`config.mk`:
```
export PLATFORM = sky130hd
export DESIGN_NAME = opposing_key_last_wins_filter
export DESIGN_NICKNAME = d
export VERILOG_FILES = /design/src/okf_pkg.sv /design/src/opposing_key_last_wins_filter.sv /design/src/okf_cfg_regs.sv /design/src/okf_decide.sv /design/src/okf_out_fifo.sv
export SDC_FILE = /design/constraint.sdc
export NUM_CORES = 1
export LEC_CHECK = 0
export BUFFER_PORTS_ARGS = -buffer_cell sky130_fd_sc_hd__buf_2
export CORE_ASPECT_RATIO = 1.4
export CORE_UTILIZATION = 25
export CTS_CLUSTER_DIAMETER = 120
export CTS_CLUSTER_SIZE = 16
export DETAILED_ROUTE_END_ITERATION = 10
export HOLD_SLACK_MARGIN = 0.03
export PLACE_DENSITY = 0.5
export SLEW_MARGIN = 20
export SYNTH_ARGS = -nofsm -noshare
export SYNTH_HDL_FRONTEND = slang
export SYNTH_SLANG_ARGS = --single-unit
export TNS_END_PERCENT = 10
```
`constraint.sdc`:
```
create_clock -name clk -period 7.1 [get_ports clk]
set_clock_uncertainty 0.1 [all_clocks]
set_input_delay 0.355 -clock clk [delete_from_list [all_inputs] [get_ports clk]]
set_output_delay 0.355 -clock clk [all_outputs]
set_load 0.01 [all_outputs]
```
`src/okf_pkg.sv`:
```
// package for the opposing key filter: payload types, pair register layout, constants
package okf_pkg;

    localparam int REG_COUNT         = 4;
    localparam int REG_IDX_W         = $clog2(REG_COUNT);
    localparam int CFG_INDEX_W       = 8;
    localparam int CODE_W            = 16;
    localparam int STATE_W           = 16;
    localparam int INFO_W            = 32;
    localparam int PAIR_W            = 2 * CODE_W + 1;
    localparam int PAIR_EXT_BIT      = 2 * CODE_W;
    localparam int UP_BIT            = 0;
    localparam int EXT_BIT           = 1;
    localparam int FIFO_DEPTH        = 4;
    localparam int FIFO_PTR_W        = $clog2(FIFO_DEPTH);
    localparam int FIFO_CNT_W        = $clog2(FIFO_DEPTH + 1);
    localparam int NUM_PAIRS_DEFAULT = 4;

    typedef logic [PAIR_W-1:0] okf_pair_t;
    typedef okf_pair_t [REG_COUNT-1:0] okf_pair_arr_t;

    // a/d, w/s, left/right (extended), up/down (extended)
    localparam okf_pair_arr_t PAIR_RESET = {
        33'h1_0050_0048,
        33'h1_004D_004B,
        33'h0_001F_0011,
        33'h0_0020_001E
    };

    typedef struct packed {
        logic [CODE_W-1:0]  key_code;
        logic [STATE_W-1:0] key_state;
        logic [INFO_W-1:0]  key_info;
    } okf_in_t;

    typedef struct packed {
        logic [CODE_W-1:0]  out_code;
        logic [STATE_W-1:0] out_state;
        logic [INFO_W-1:0]  out_info;
        logic               out_last;
    } okf_out_t;

    typedef struct packed {
        logic [1:0] count;
        okf_out_t   first;
        okf_out_t   second;
    } okf_push_t;

endpackage

```
`src/opposing_key_last_wins_filter.sv`:
```
// top level of the opposing key filter with last input priority
//
//  channel  signals                         direction  payload
//  key      key_valid / key_ready           in         okf_in_t key_item
//  res      res_valid / res_ready           out        okf_out_t res_item
//  cfg      cfg_valid / cfg_ready           in         cfg_index, cfg_data
//
//  a stroke is registered, decided combinationally and its zero, one or two results queued
//  one stroke per cycle enters while the queue has room; the result queue drains one
//  transaction per cycle while res_ready is high, so a run of strokes with two results fills it
//  a stroke waits in the input register until the queue has room, then its results are queued
//  reset restores the default pairs and clears all held flags
//  res_ready low lets the queue reach three or four entries, then key_ready drops once a stroke waits
module opposing_key_last_wins_filter #(
    parameter int NUM_PAIRS = okf_pkg::NUM_PAIRS_DEFAULT
) (
    input  logic                            clk,
    input  logic                            rst_n,
    input  logic                            key_valid,
    output logic                            key_ready,
    input  okf_pkg::okf_in_t                key_item,
    output logic                            res_valid,
    input  logic                            res_ready,
    output okf_pkg::okf_out_t               res_item,
    input  logic                            cfg_valid,
    output logic                            cfg_ready,
    input  logic [okf_pkg::CFG_INDEX_W-1:0] cfg_index,
    input  logic [okf_pkg::PAIR_W-1:0]      cfg_data
);
    import okf_pkg::*;

    logic          key_valid_reg;
    logic          key_valid_next;
    okf_in_t       key_item_reg;
    logic          accept;
    logic          fire;
    logic          room;
    okf_pair_arr_t pairs;
    okf_push_t     push;

    assign cfg_ready      = 1'b1;
    assign fire           = key_valid_reg && room;
    assign key_ready      = !key_valid_reg || fire;
    assign accept         = key_valid && key_ready;
    assign key_valid_next = accept || (key_valid_reg && !fire);

    always_ff @(posedge clk or negedge rst_n)
    begin
        if (!rst_n)
        begin
            key_valid_reg <= 1'b0;
        end
        else
        begin
            key_valid_reg <= key_valid_next;
        end
    end

    always_ff @(posedge clk)
    begin
        if (accept)
        begin
            key_item_reg <= key_item;
        end
    end

    okf_cfg_regs u_cfg (
        .clk       (clk),
        .rst_n     (rst_n),
        .cfg_valid (cfg_valid),
        .cfg_index (cfg_index),
        .cfg_data  (cfg_data),
        .pairs     (pairs)
    );

    okf_decide #(
        .NUM_PAIRS (NUM_PAIRS)
    ) u_decide (
        .clk   (clk),
        .rst_n (rst_n),
        .fire  (fire),
        .item  (key_item_reg),
        .pairs (pairs),
        .push  (push)
    );

    okf_out_fifo u_fifo (
        .clk       (clk),
        .rst_n     (rst_n),
        .push      (push),
        .room      (room),
        .res_valid (res_valid),
        .res_ready (res_ready),
        .res_item  (res_item)
    );

endmodule

```
`src/okf_cfg_regs.sv`:
```
// pair configuration registers
module okf_cfg_regs (
    input  logic                             clk,
    input  logic                             rst_n,
    input  logic                             cfg_valid,
    input  logic [okf_pkg::CFG_INDEX_W-1:0]  cfg_index,
    input  logic [okf_pkg::PAIR_W-1:0]       cfg_data,
    output okf_pkg::okf_pair_arr_t           pairs
);
    import okf_pkg::*;

    okf_pair_arr_t pairs_reg;
    logic          wr_en;

    assign wr_en = cfg_valid && (cfg_index < CFG_INDEX_W'(REG_COUNT));

    always_ff @(posedge clk or negedge rst_n)
    begin
        if (!rst_n)
        begin
            pairs_reg <= PAIR_RESET;
        end
        else if (wr_en)
        begin
            pairs_reg[cfg_index[REG_IDX_W-1:0]] <= cfg_data;
        end
    end

    assign pairs = pairs_reg;

endmodule

```
`src/okf_decide.sv`:
```
// pair match, held flags and result generation for one stroke
module okf_decide #(
    parameter int NUM_PAIRS = okf_pkg::NUM_PAIRS_DEFAULT
) (
    input  logic                   clk,
    input  logic                   rst_n,
    input  logic                   fire,
    input  okf_pkg::okf_in_t       item,
    input  okf_pkg::okf_pair_arr_t pairs,
    output okf_pkg::okf_push_t     push
);
    import okf_pkg::*;

    localparam int HELD_W = 2 * NUM_PAIRS;

    logic [HELD_W-1:0]  held_reg;
    logic [HELD_W-1:0]  held_next;
    logic [HELD_W-1:0]  self_mask;
    logic [HELD_W-1:0]  other_mask;
    logic               hit;
    logic               ext;
    logic               is_down;
    logic               self_held;
    logic               other_held;
    logic [CODE_W-1:0]  other_code;
    logic [STATE_W-1:0] ext_state;
    logic [STATE_W-1:0] up_state;
    okf_out_t           orig;
    okf_out_t           orig_mid;

    // lowest pair wins, code in the low half beats the code in the high half
    always_comb
    begin
        hit        = 1'b0;
        self_mask  = '0;
        other_mask = '0;
        other_code = '0;
        ext        = item.key_state[EXT_BIT];
        is_down    = !item.key_state[UP_BIT];
        for (int p = NUM_PAIRS - 1; p >= 0; p--)
        begin
            if (pairs[p][PAIR_EXT_BIT] == ext)
            begin
                if (pairs[p][2*CODE_W-1:CODE_W] == item.key_code)
                begin
                    hit              = 1'b1;
                    self_mask        = '0;
                    other_mask       = '0;
                    self_mask[2*p+1] = 1'b1;
                    other_mask[2*p]  = 1'b1;
                    other_code       = pairs[p][CODE_W-1:0];
                end
                if (pairs[p][CODE_W-1:0] == item.key_code)
                begin
                    hit               = 1'b1;
                    self_mask         = '0;
                    other_mask        = '0;
                    self_mask[2*p]    = 1'b1;
                    other_mask[2*p+1] = 1'b1;
                    other_code        = pairs[p][2*CODE_W-1:CODE_W];
                end
            end
        end
    end

    assign self_held  = |(held_reg & self_mask);
    assign other_held = |(held_reg & other_mask);

    always_comb
    begin
        ext_state          = '0;
        ext_state[EXT_BIT] = ext;
        up_state           = ext_state;
        up_state[UP_BIT]   = 1'b1;
    end

    assign orig     = '{out_code: item.key_code, out_state: item.key_state,
                        out_info: item.key_info, out_last: 1'b1};
    assign orig_mid = '{out_code: item.key_code, out_state: item.key_state,
                        out_info: item.key_info, out_last: 1'b0};

    always_comb
    begin
        held_next   = held_reg;
        push.count  = 2'd0;
        push.first  = orig;
        push.second = orig;
        if (fire)
        begin
            if (!hit)
            begin
                push.count = 2'd1;
            end
            else if (is_down)
            begin
                if (!self_held)
                begin
                    held_next = held_reg | self_mask;
                    if (other_held)
                    begin
                        // injected release of the opposing key goes first
                        push.count = 2'd2;
                        push.first = '{out_code: other_code, out_state: up_state,
                                       out_info: '0, out_last: 1'b0};
                    end
                    else
                    begin
                        push.count = 2'd1;
                    end
                end
            end
            else
            begin
                held_next = held_reg & ~self_mask;
                if (other_held)
                begin
                    // opposing key still down: press it again
                    push.count  = 2'd2;
                    push.first  = orig_mid;
                    push.second = '{out_code: other_code, out_state: ext_state,
                                    out_info: '0, out_last: 1'b1};
                end
                else
                begin
                    push.count = 2'd1;
                end
            end
        end
    end

    always_ff @(posedge clk or negedge rst_n)
    begin
        if (!rst_n)
        begin
            held_reg <= '0;
        end
        else
        begin
            held_reg <= held_next;
        end
    end

endmodule

```
`src/okf_out_fifo.sv`:
```
// result queue, up to two writes and one read per cycle
module okf_out_fifo (
    input  logic               clk,
    input  logic               rst_n,
    input  okf_pkg::okf_push_t push,
    output logic               room,
    output logic               res_valid,
    input  logic               res_ready,
    output okf_pkg::okf_out_t  res_item
);
    import okf_pkg::*;

    okf_out_t                mem_reg [FIFO_DEPTH];
    logic [FIFO_PTR_W-1:0]   wr_ptr_reg;
    logic [FIFO_PTR_W-1:0]   wr_ptr_next;
    logic [FIFO_PTR_W-1:0]   wr_ptr_inc;
    logic [FIFO_PTR_W-1:0]   rd_ptr_reg;
    logic [FIFO_PTR_W-1:0]   rd_ptr_next;
    logic [FIFO_CNT_W-1:0]   count_reg;
    logic [FIFO_CNT_W-1:0]   count_next;
    logic                    pop;

    assign pop        = res_valid && res_ready;
    assign room       = count_reg <= FIFO_CNT_W'(FIFO_DEPTH - 2);
    assign res_valid  = count_reg != '0;
    assign res_item   = mem_reg[rd_ptr_reg];
    assign wr_ptr_inc = wr_ptr_reg + FIFO_PTR_W'(1);

    assign wr_ptr_next = wr_ptr_reg + FIFO_PTR_W'(push.count);
    assign rd_ptr_next = rd_ptr_reg + FIFO_PTR_W'(pop);
    assign count_next  = count_reg + FIFO_CNT_W'(push.count) - FIFO_CNT_W'(pop);

    always_ff @(posedge clk)
    begin
        if (push.count != 2'd0)
        begin
            mem_reg[wr_ptr_reg] <= push.first;
        end
        if (push.count == 2'd2)
        begin
            mem_reg[wr_ptr_inc] <= push.second;
        end
    end

    always_ff @(posedge clk or negedge rst_n)
    begin
        if (!rst_n)
        begin
            wr_ptr_reg <= '0;
            rd_ptr_reg <= '0;
            count_reg  <= '0;
        end
        else
        begin
            wr_ptr_reg <= wr_ptr_next;
            rd_ptr_reg <= rd_ptr_next;
            count_reg  <= count_next;
        end
    end

    a_count_bound: assert property (@(posedge clk) disable iff (!rst_n)
        count_reg <= FIFO_CNT_W'(FIFO_DEPTH))
        else $error("result queue overfilled");

    a_push_room: assert property (@(posedge clk) disable iff (!rst_n)
        push.count != 2'd0 |-> room)
        else $error("results pushed without room");

    a_pop_drains: assert property (@(posedge clk) disable iff (!rst_n)
        (pop && push.count == 2'd0) |=> count_reg == $past(count_reg) - FIFO_CNT_W'(1))
        else $error("queue count wrong after read");

    a_ptr_gap: assert property (@(posedge clk) disable iff (!rst_n)
        count_reg != FIFO_CNT_W'(FIFO_DEPTH) |->
            FIFO_PTR_W'(wr_ptr_reg - rd_ptr_reg) == FIFO_PTR_W'(count_reg))
        else $error("queue pointers disagree with count");

endmodule
```
== Yosys cells after proc, flatten, opt, wreduce, memory -nomap -nowiden ==
Memory sizes are Yosys's and may differ from the RTL's.
Index checks and enable logic that the tools add are counted.

* Bits in registers: 212
* Memory bits (writable): 260
* Input bits: 110
* Output and inout bits: 68
* Word-level logic and storage cells: 122
* Memories: 1

* $add $sub $neg: 5
* Magnitude comparators: 4
* Equality and inequality tests: 14
* Muxes and demuxes: 66
* Bitwise gates (word level): 5
* Reductions and logical operators: 15

{| class="wikitable"
|+ Memory list
! name !! words !! bits a word !! rd ports !! clocked after memory_dff !! write ports !! line !! source
|-
| u_fifo.mem_reg || 4 || 65 || 1 || 0 || 2 || okf_out_fifo.sv:13 || <nowiki>okf_out_t mem_reg [FIFO_DEPTH];</nowiki>
|}

{| class="wikitable"
|+ Operators by type and width
! operator !! number
|-
| two-way mux 8 bit || 25
|-
| two-way mux 16 bit || 12
|-
| two-way mux 67 bit || 2
|-
| bitwise mux 132 bit || 1
|-
| two-way mux 132 bit || 1
|-
| two-way mux 130 bit || 1
|-
| two-way mux 65 bit || 2
|-
| == test 16 bit || 8
|-
| demux 33 bit (select 2 bit) || 1
|-
| two-way mux 66 bit || 1
|-
| two-way mux 33 bit || 1
|-
| AND 8 bit || 3
|-
| two-way mux 1 bit || 16
|-
| OR reduction 8 bit || 2
|-
| < comparator 8 x 3 -> 1 bit (second input constant) || 1
|-
| NOT 8 bit || 1
|-
| OR 8 bit || 1
|-
| two-way mux 7 bit || 1
|-
| logical AND 1 bit || 6
|-
| == test 1 bit || 4
|-
| two-way mux 2 bit || 2
|-
| adder 3 x 2 -> 3 bit || 1
|-
| <= comparator 3 x 2 -> 1 bit (second input constant) || 1
|-
| < comparator 2 x 3 -> 1 bit (second input constant) || 1
|-
| 12 further kinds || 14
|}

== Longest topological paths before layout ==
Gate-level depths: netlist of the first run.

* Depth in word-level cells: 23
* Gate-level depth with buffers: 20
* Mapped depth without buffers: 17

== By module ==
Synthesis of the first run repeated with hierarchy kept, for this count alone.

* Cells, all modules: 1556
* Area, all modules: 24468.5 um2

{| class="wikitable"
|+ Modules (own cells, without submodules)
! module !! instances !! cells an instance !! area each (um2) !! seq. area each (um2)
|-
| okf_out_fifo || 1 || 669 || 13339.0 || 7982.7
|-
| okf_cfg_regs || 1 || 284 || 5072.4 || 3335.7
|-
| okf_decide || 1 || 532 || 4063.9 || 200.2
|-
| opposing_key_last_wins_filter || 1 || 71 || 1993.2 || 1946.9
|}

== Worst setup path before layout of the first run ==
OpenSTA, ideal clock, no wires.

* Path kind: register to register
* Start point: reg key_item_reg[33] in the netlist's numbering
* End point: mem u_fifo.mem_reg[3][10] in the netlist's numbering (enable)
* Library setup time: 424 ps
* Arrival: 4497 ps
* Data required time: 6576 ps
* Path slack: 2080 ps
* Cell stages (with the launch flop): 14
* Buffers on the path: 3
* Period minus slack after synthesis: 5020 ps
* Cells stage by stage: edfxtp_1 > buf_2 > xor2_1 > or4_4 > nor4_4 > a2bb2oi_1 > and2_1 > buf_2 > o21a_1 > o31ai_4 > nand3_1 > or3b_1 > clkbuf_1 > nand2_1

{| class="wikitable"
|+ RTL lines
! what !! line !! source
|-
| start, declared || opposing_key_last_wins_filter.sv:34 || <nowiki>okf_in_t key_item_reg;</nowiki>
|-
| start signal, assigned || opposing_key_last_wins_filter.sv:63 || <nowiki>key_item_reg <= key_item;</nowiki>
|-
| end, declared || okf_out_fifo.sv:13 ||
|}

==> metrics.csv, run 1 <==
metric,value,unit
fin_crit,5.49,ns
yosysSeqAreaShare,0.604,
drt_pre_antenna_iters,6,
grt_max_degree,77,
start_kind,flop,
synth_top_area_share,0.432,
slew_headroom,0.369,
netlist_top_cells_area,"edfxtp_1, dfrtp_1, mux2_2, mux4_2, xor2_1",
grt_pass1_wl,101000,um
max_stage_delay,0.71,ns
maxUsedRoutingLayer,met4,
hold_violations,0,
slowest_stage,and2_1,
largest_reg_flops,260,
ys_async_sr_fraction,0.314,
drive_gt1_frac,0.313,
synth_fp_nets,1600,
path_buf_inv,1,
fillers,8960,
num_vias,13951,
fin_nets,1845,
cts_setup_buffers,0,
die_h,355,um
fmax,0.182,GHz
rsz0062_at_grt,no,
io_pins,178,
hpwl,47500,um
maxCapViolCount,0,
cp.required,7.24,ns
power.density,323,nW/um2
ir_worst_vdd,146,uV
yosysUniqueCellTypes,66,
ys_ff_latch,472,
cp_cell_sequence,"xor2_1, nor4_1, nand4_1, o22a_1, and2_1, o21ai_0, nand2_1, nand3_1, or3b_1, nand2_4, buf_12",
antenna_cells,0,
synth_cells,1484,
die_area,90100,um2
final_util,0.300,
worstMarginPinSlew,0.939,ns
yosysMostFrequentCell,edfxtp_1,
hold_path_class,input pin to flop,
cts_root_buf,clkbuf_16,
yosysWarnings,0,
gp_congestion,0.910,
cts.clk_slew.worst_paths,0.07,ns
drtAntennaViolNets,0,
first_global_vias,14619,
drc,0,
crit_fanout,41,
drv_slew,0,
via_per_inst,4.77,
cellLeakagePower,9.73,nW
synth_common_cells,"edfxtp_1, mux2_2, dfrtp_1",
synthToLayoutAreaGrowth,19.1,%
cts_buffers,35,
io_buffers,176,
met2_length,36200,um
wl_per_cell,23.6,um
drt_iter0_drc,997,
clockBufferDepth,3,
met1_length,27100,um
die_w,254,um
path_delay_family,simple AND/OR/NAND/NOR gates,
clkSinkCount,472,
wl_met3,3140,um
synth-edff-count,320,
synthFlopType,edfxtp_1,
critPathCaptureType,flop,
routed_wl,69100,um
gr-total-overflow,0,
fin_crit_sh,0.773,
status,finished clean,
cp.arrival,5.62,ns
fin_setup_tns,0,ns
critical_path_class,flop to flop,
finalSetupViolCount,0,
initial_core_util,0.252,
htree_levels,2,
antenna_found_initial,1,
cts_tree,done,
coreArea,88100,um2
rows,129,
avgSynthCellArea,15.0,um2
insertion_delay,0.59,ns
grt_usage,0.153,
syn-cell-area,22200,um2
synth_area_leader_cell,edfxtp_1,
[final timing paths]
| check | startpoint | end | slack (ns) | depth (start not counted) |
|---|---|---|---|---|
| setup / recovery | key_item_reg[33] | u_fifo.mem_reg[3][16] | 1.61 | 11 |
| hold / removal | res_ready | u_fifo.rd_ptr_reg[0] | 0.18 | 3 |
| setup reg to reg | key_item_reg[33] | u_fifo.mem_reg[3][16] | 1.61 | 11 |
| hold reg to reg | u_fifo.mem_reg[3][0] | u_fifo.mem_reg[3][0] | 0.36 | 2 |
| max in group asynchronous | rst_n | u_fifo.rd_ptr_reg[1] | 5.05 | 3 |
| min in group asynchronous | rst_n | async pin | 0.29 | 2 |
[per-stage QoR]
step | worst slack, ns | instance area [um2] | instances | hold WS (ns) | total power, W
CTS | 1.54 | 26500 | 2927 | 0.181 | 0.00876
floorplan | 2.08 | 22200 | 1484 | -0.0406 | 0.00554
global placement | 1.59 | 24500 | 2772 | 0.344 | 0.00672
detailed placement | 1.55 | 24500 | 2772 | 0.351 | 0.00675
global route | 1.29 | 26500 | 2927 | 0.203 | 0.00901
finish | 1.61 | 26500 | 2927 | 0.184 | 0.00856
[repair_timing]
| action | 4_1_cts | 5_1_grt |
|---|---|---|
| gates resized for setup | 0 | 0 |
| endpoints found under the hold margin | 252 | 0 |
| hold buffers | 99 | 0 |
[kinds of logic (layout without fill, tap and decap cells)]
family          count (synthesis)  count (layout)  synth area share
flops                         472             472             0.604
simple gates                  336             336             0.101
mux                           227             227             0.147
compound gates                190             190            0.0652
xor+xnor                      137             137            0.0540
buf+inv                       115             379            0.0254
fa+ha+maj                       6               6           0.00372
other cells                     1               1          0.000169
[layer usage]
| layer | up-vias | GRT usage |
|---|---|---|
| li1 | 6189 | - |
| met1 | 7183 | 0.183 |
| met2 | 462 | 0.274 |
| met3 | 117 | 0.0206 |
| met4 | 0 | 0.0592 |
| met5 | - | 0 |
[cell usage in the layout (no fill, tap or decap), drive strengths merged, types with 36 or more instances in the layout]
cell and count:
mux2 137, dfrtp 122, mux4 65, and2 100
and3 47, xor2 87, nor3b 49, clkbuf 53
xnor2 50, edfxtp 320, o22ai 48, dlygate4sd3 99
buf 211, o21ai 36
[area by class of cell]
| type | instances | area (um2) | area share |
|---|---|---|---|
| Sequential cell | 472 | 13400 | 0.508 |
| Multi-Input combinational cell | 897 | 8310 | 0.314 |
| Timing Repair Buffer | 310 | 2200 | 0.0832 |
| Tap cell | 1179 | 1480 | 0.0557 |
| Clock buffer | 53 | 965 | 0.0364 |
| Inverter | 13 | 48.8 | 0.00184 |
| Clock inverter | 3 | 33.8 | 0.00128 |
[worst register-to-register path, stage by stage, from the launching register on]
cell	delay (ns)
edfxtp_1	0.68
xor2_1	0.53
nor4_1	0.16
nand4_1	0.20
o22a_1	0.35
and2_1	0.71
o21ai_0	0.51
nand2_1	0.39
nand3_1	0.27
or3b_1	0.47
nand2_4	0.38
buf_12	0.38
[where the power goes]
group / total, W / switching [W] / internal [W]
combinational: 0.00262 / 0.00155 / 0.00107
clock: 0.00194 / 0.000995 / 0.000946
sequential: 0.00399 / 0.000422 / 0.00357
total: 0.00856 / 0.00297 / 0.00558
Power figures use the tool's default switching activity.
==> inputs of run 2 (changes only) <==
- ABC_AREA: not set -> 1
- PLACE_DENSITY: 0.5 -> 0.51
- clock period: 7.1 -> 4.6 ns (I/O delays scaled with it)
==> metrics.csv, run 2 <==
metric,value,unit
synth_cells,2928,
fin_crit,4.24,ns
hold_path_class,input pin to async pin,
final_area,29300,um2
syn-cell-area,24800,um2
synth_common_cells,"nand2_1, o21ai_0, edfxtp_1",
synthMuxAreaShare,0,
ys_async_sr_fraction,0.314,
fin_cells,4471,
grt_usage,0.177,
coreArea,98200,um2
die_area,100000,um2
power.density,503,nW/um2
grt_max_degree,76,
largest_reg_flops,260,
synthToLayoutAreaGrowth,18.1,%
insertion_delay,0.58,ns
gp_congestion,0.945,
yosys.area_share.adder,0.00333,
rsz0062_at_grt,no,
worstRegToRegCells,19,
drtAntennaViolNets,0,
synthFlopType,edfxtp_1,
yosysUniqueCellTypes,50,
hold_violations,0,
wl_per_cell,20.1,um
cp_cell_sequence,"inv_2, nand2_1, nand2_1, nor2_1, nand2_1, nor2_1, nand3_4, nand2_1, nor2_2, nand3_1, nand2_1, nor2_2, nand2_4, buf_4, nand2_4, buf_4, buf_4, nand2_1, o22ai_1",
cts_tree,done,
io_pins,178,
slowest_stage,edfxtp_1,
synth_fp_nets,3044,
gr-total-overflow,0,
yosysWarnings,0,
avgSynthCellArea,8.47,um2
grt_pass1_wl,132000,um
via_per_inst,4.74,
first_global_vias,20694,
critical_path_class,flop to flop,
clockBufferDepth,3,
dp.cells,4308,
critPathCaptureType,flop,
path_delay_family,simple AND/OR/NAND/NOR gates,
start_kind,flop,
antenna_cells,0,
cp.depth,19,
cts_root_buf,clkbuf_16,
fin_nets,3249,
final_util,0.298,
drt_iter0_drc,1609,
yosysMostFrequentCell,nand2_1,
synth_simple_gate_area_frac,0.212,
maxCapViolCount,0,
drc,0,
ir_worst_vdd,312,uV
routed_wl,90000,um
die_h,375,um
status,finished clean,
finalSetupViolCount,0,
synthXorXnorAreaFrac,0.0194,
path_buf_inv,4,
rows,136,
die_w,268,um
worstReg2RegEnd,u_fifo.mem_reg[0][4],
num_vias,21192,
fmax,0.236,GHz
synth_top_family_by_area,simple AND/OR/NAND/NOR gates,
post_dp_cell_area,27300,um2
synth-compound-area-share,0.146,
drt_pre_antenna_iters,7,
ys_ff_latch,472,
htree_levels,2,
crit_start,key_item_reg[54],
antenna_found_initial,4,
drive_gt1_frac,0.128,
yosysSeqAreaShare,0.542,
synth-edff-count,320,
netlist_top_cells_area,"edfxtp_1, nand2_1, dfrtp_1, o21ai_0, o22ai_1",
max_stage_delay,0.65,ns
cts.clk_slew.worst_paths,0.08,ns
r2r-start,key_item_reg[54],
ff2ff_setup_slack,0.36,ns
synth_area_leader_cell,edfxtp_1,
slew_headroom,0.287,
clkSinkCount,472,
worstMarginPinSlew,1.06,ns
final_cell_mix,"nand2_1, o21ai_0, edfxtp_1",
drv_slew,0,
cellLeakagePower,11.9,nW
final_common_cell,nand2_1,
crit_fanout,32,
initial_core_util,0.252,
cpMostUsedCell,nand2_1,
cp.arrival,4.53,ns
cp.required,4.89,ns
cts_buffers,35,
synth_top_area_share,0.388,
io_buffers,176,
fin_setup_tns,0,ns
hpwl,60000,um
fin_crit_sh,0.922,
## run 2: changes by cell type after synthesis, sizes merged, moves of 65 or more
| cell | previous run | this run |
|---|---|---|
| nor2 | 20 | 262 |
| mux4 | 65 | 0 |
| o21ai | 36 | 458 |
| mux2 | 137 | 0 |
| o22ai | 48 | 176 |
| inv | 13 | 274 |
| nand3 | 21 | 109 |
| nand2 | 35 | 879 |
| and2 | 100 | 2 |
## run 2: metrics by stage
step                      worst slack [ns]  power [W]  hold WS, ns
after floorplan                      0.261    0.00934       -0.166
after global placement               0.304     0.0118        0.202
after detailed placement             0.357     0.0118        0.210
after CTS                            0.334     0.0150        0.100
after global routing                0.0406     0.0156        0.142
final                                0.360     0.0147        0.124
## run 2: layout make-up
cell class / count / area (um2)
fillers: 10492 / 68900
flip-flops and latches: 472 / 13400
multi-input cells: 2012 / 9550
repair buffers: 338 / 2600
well taps: 1311 / 1640
inverters: 274 / 1040
clock buffers: 60 / 991
clock inverters: 4 / 36.3
## run 2: routing by layer
metal	vias to the layer above	wire length [um]	GRT usage
met3	156	4640	0.0185
met4	0	2910	0.0617
met2	733	46300	0.318
met1	10111	36200	0.215
li1	10192	-	-
met5	-	0	0
## run 2: worst register-to-register path, cell delays in order, from the launching register on
cell,delay [ns]
edfxtp_1,0.65
inv_2,0.13
nand2_1,0.08
nand2_1,0.05
nor2_1,0.31
nand2_1,0.09
nor2_1,0.21
nand3_4,0.21
nand2_1,0.16
nor2_2,0.10
nand3_1,0.10
nand2_1,0.07
nor2_2,0.16
nand2_4,0.11
buf_4,0.18
nand2_4,0.06
buf_4,0.46
buf_4,0.44
nand2_1,0.18
o22ai_1,0.21
## run 2: cells by family (layout without fill, tap and decap cells)
kind of cell	Yosys count	after routing
and+or+nand+nor	1285	1285
buffers and inverters	444	676
AOI/OAI and AO/OA	666	666
xor gates and xnor gates	54	54
adders and majority gates	6	6
other	1	1
DFF	472	472
## run 2: how the worst max path moves through the flow
stage	end	slack [ns]
floorplan	key_item_reg[0]	0.26
global placement	u_fifo.mem_reg[3][64]	0.30
detailed placement	u_fifo.mem_reg[2][32]	0.36
CTS	u_fifo.count_reg[2]	0.33
global route	u_fifo.mem_reg[3][19]	0.04
finish	u_fifo.mem_reg[0][4]	0.36
## run 2: what timing repair did
item,4_1_cts,5_1_grt
buffers inserted,0,0
hold buffers,99,0
hold endpoints to repair,259,0
gates resized for setup,0,1
setup endpoints to repair,0,5
## run 2: where the power goes
part           total (W)  internal [W]  switching (W)
clock            0.00305       0.00148        0.00156
combinational    0.00564       0.00166        0.00398
sequential       0.00605       0.00559       0.000455
total             0.0147       0.00873        0.00600
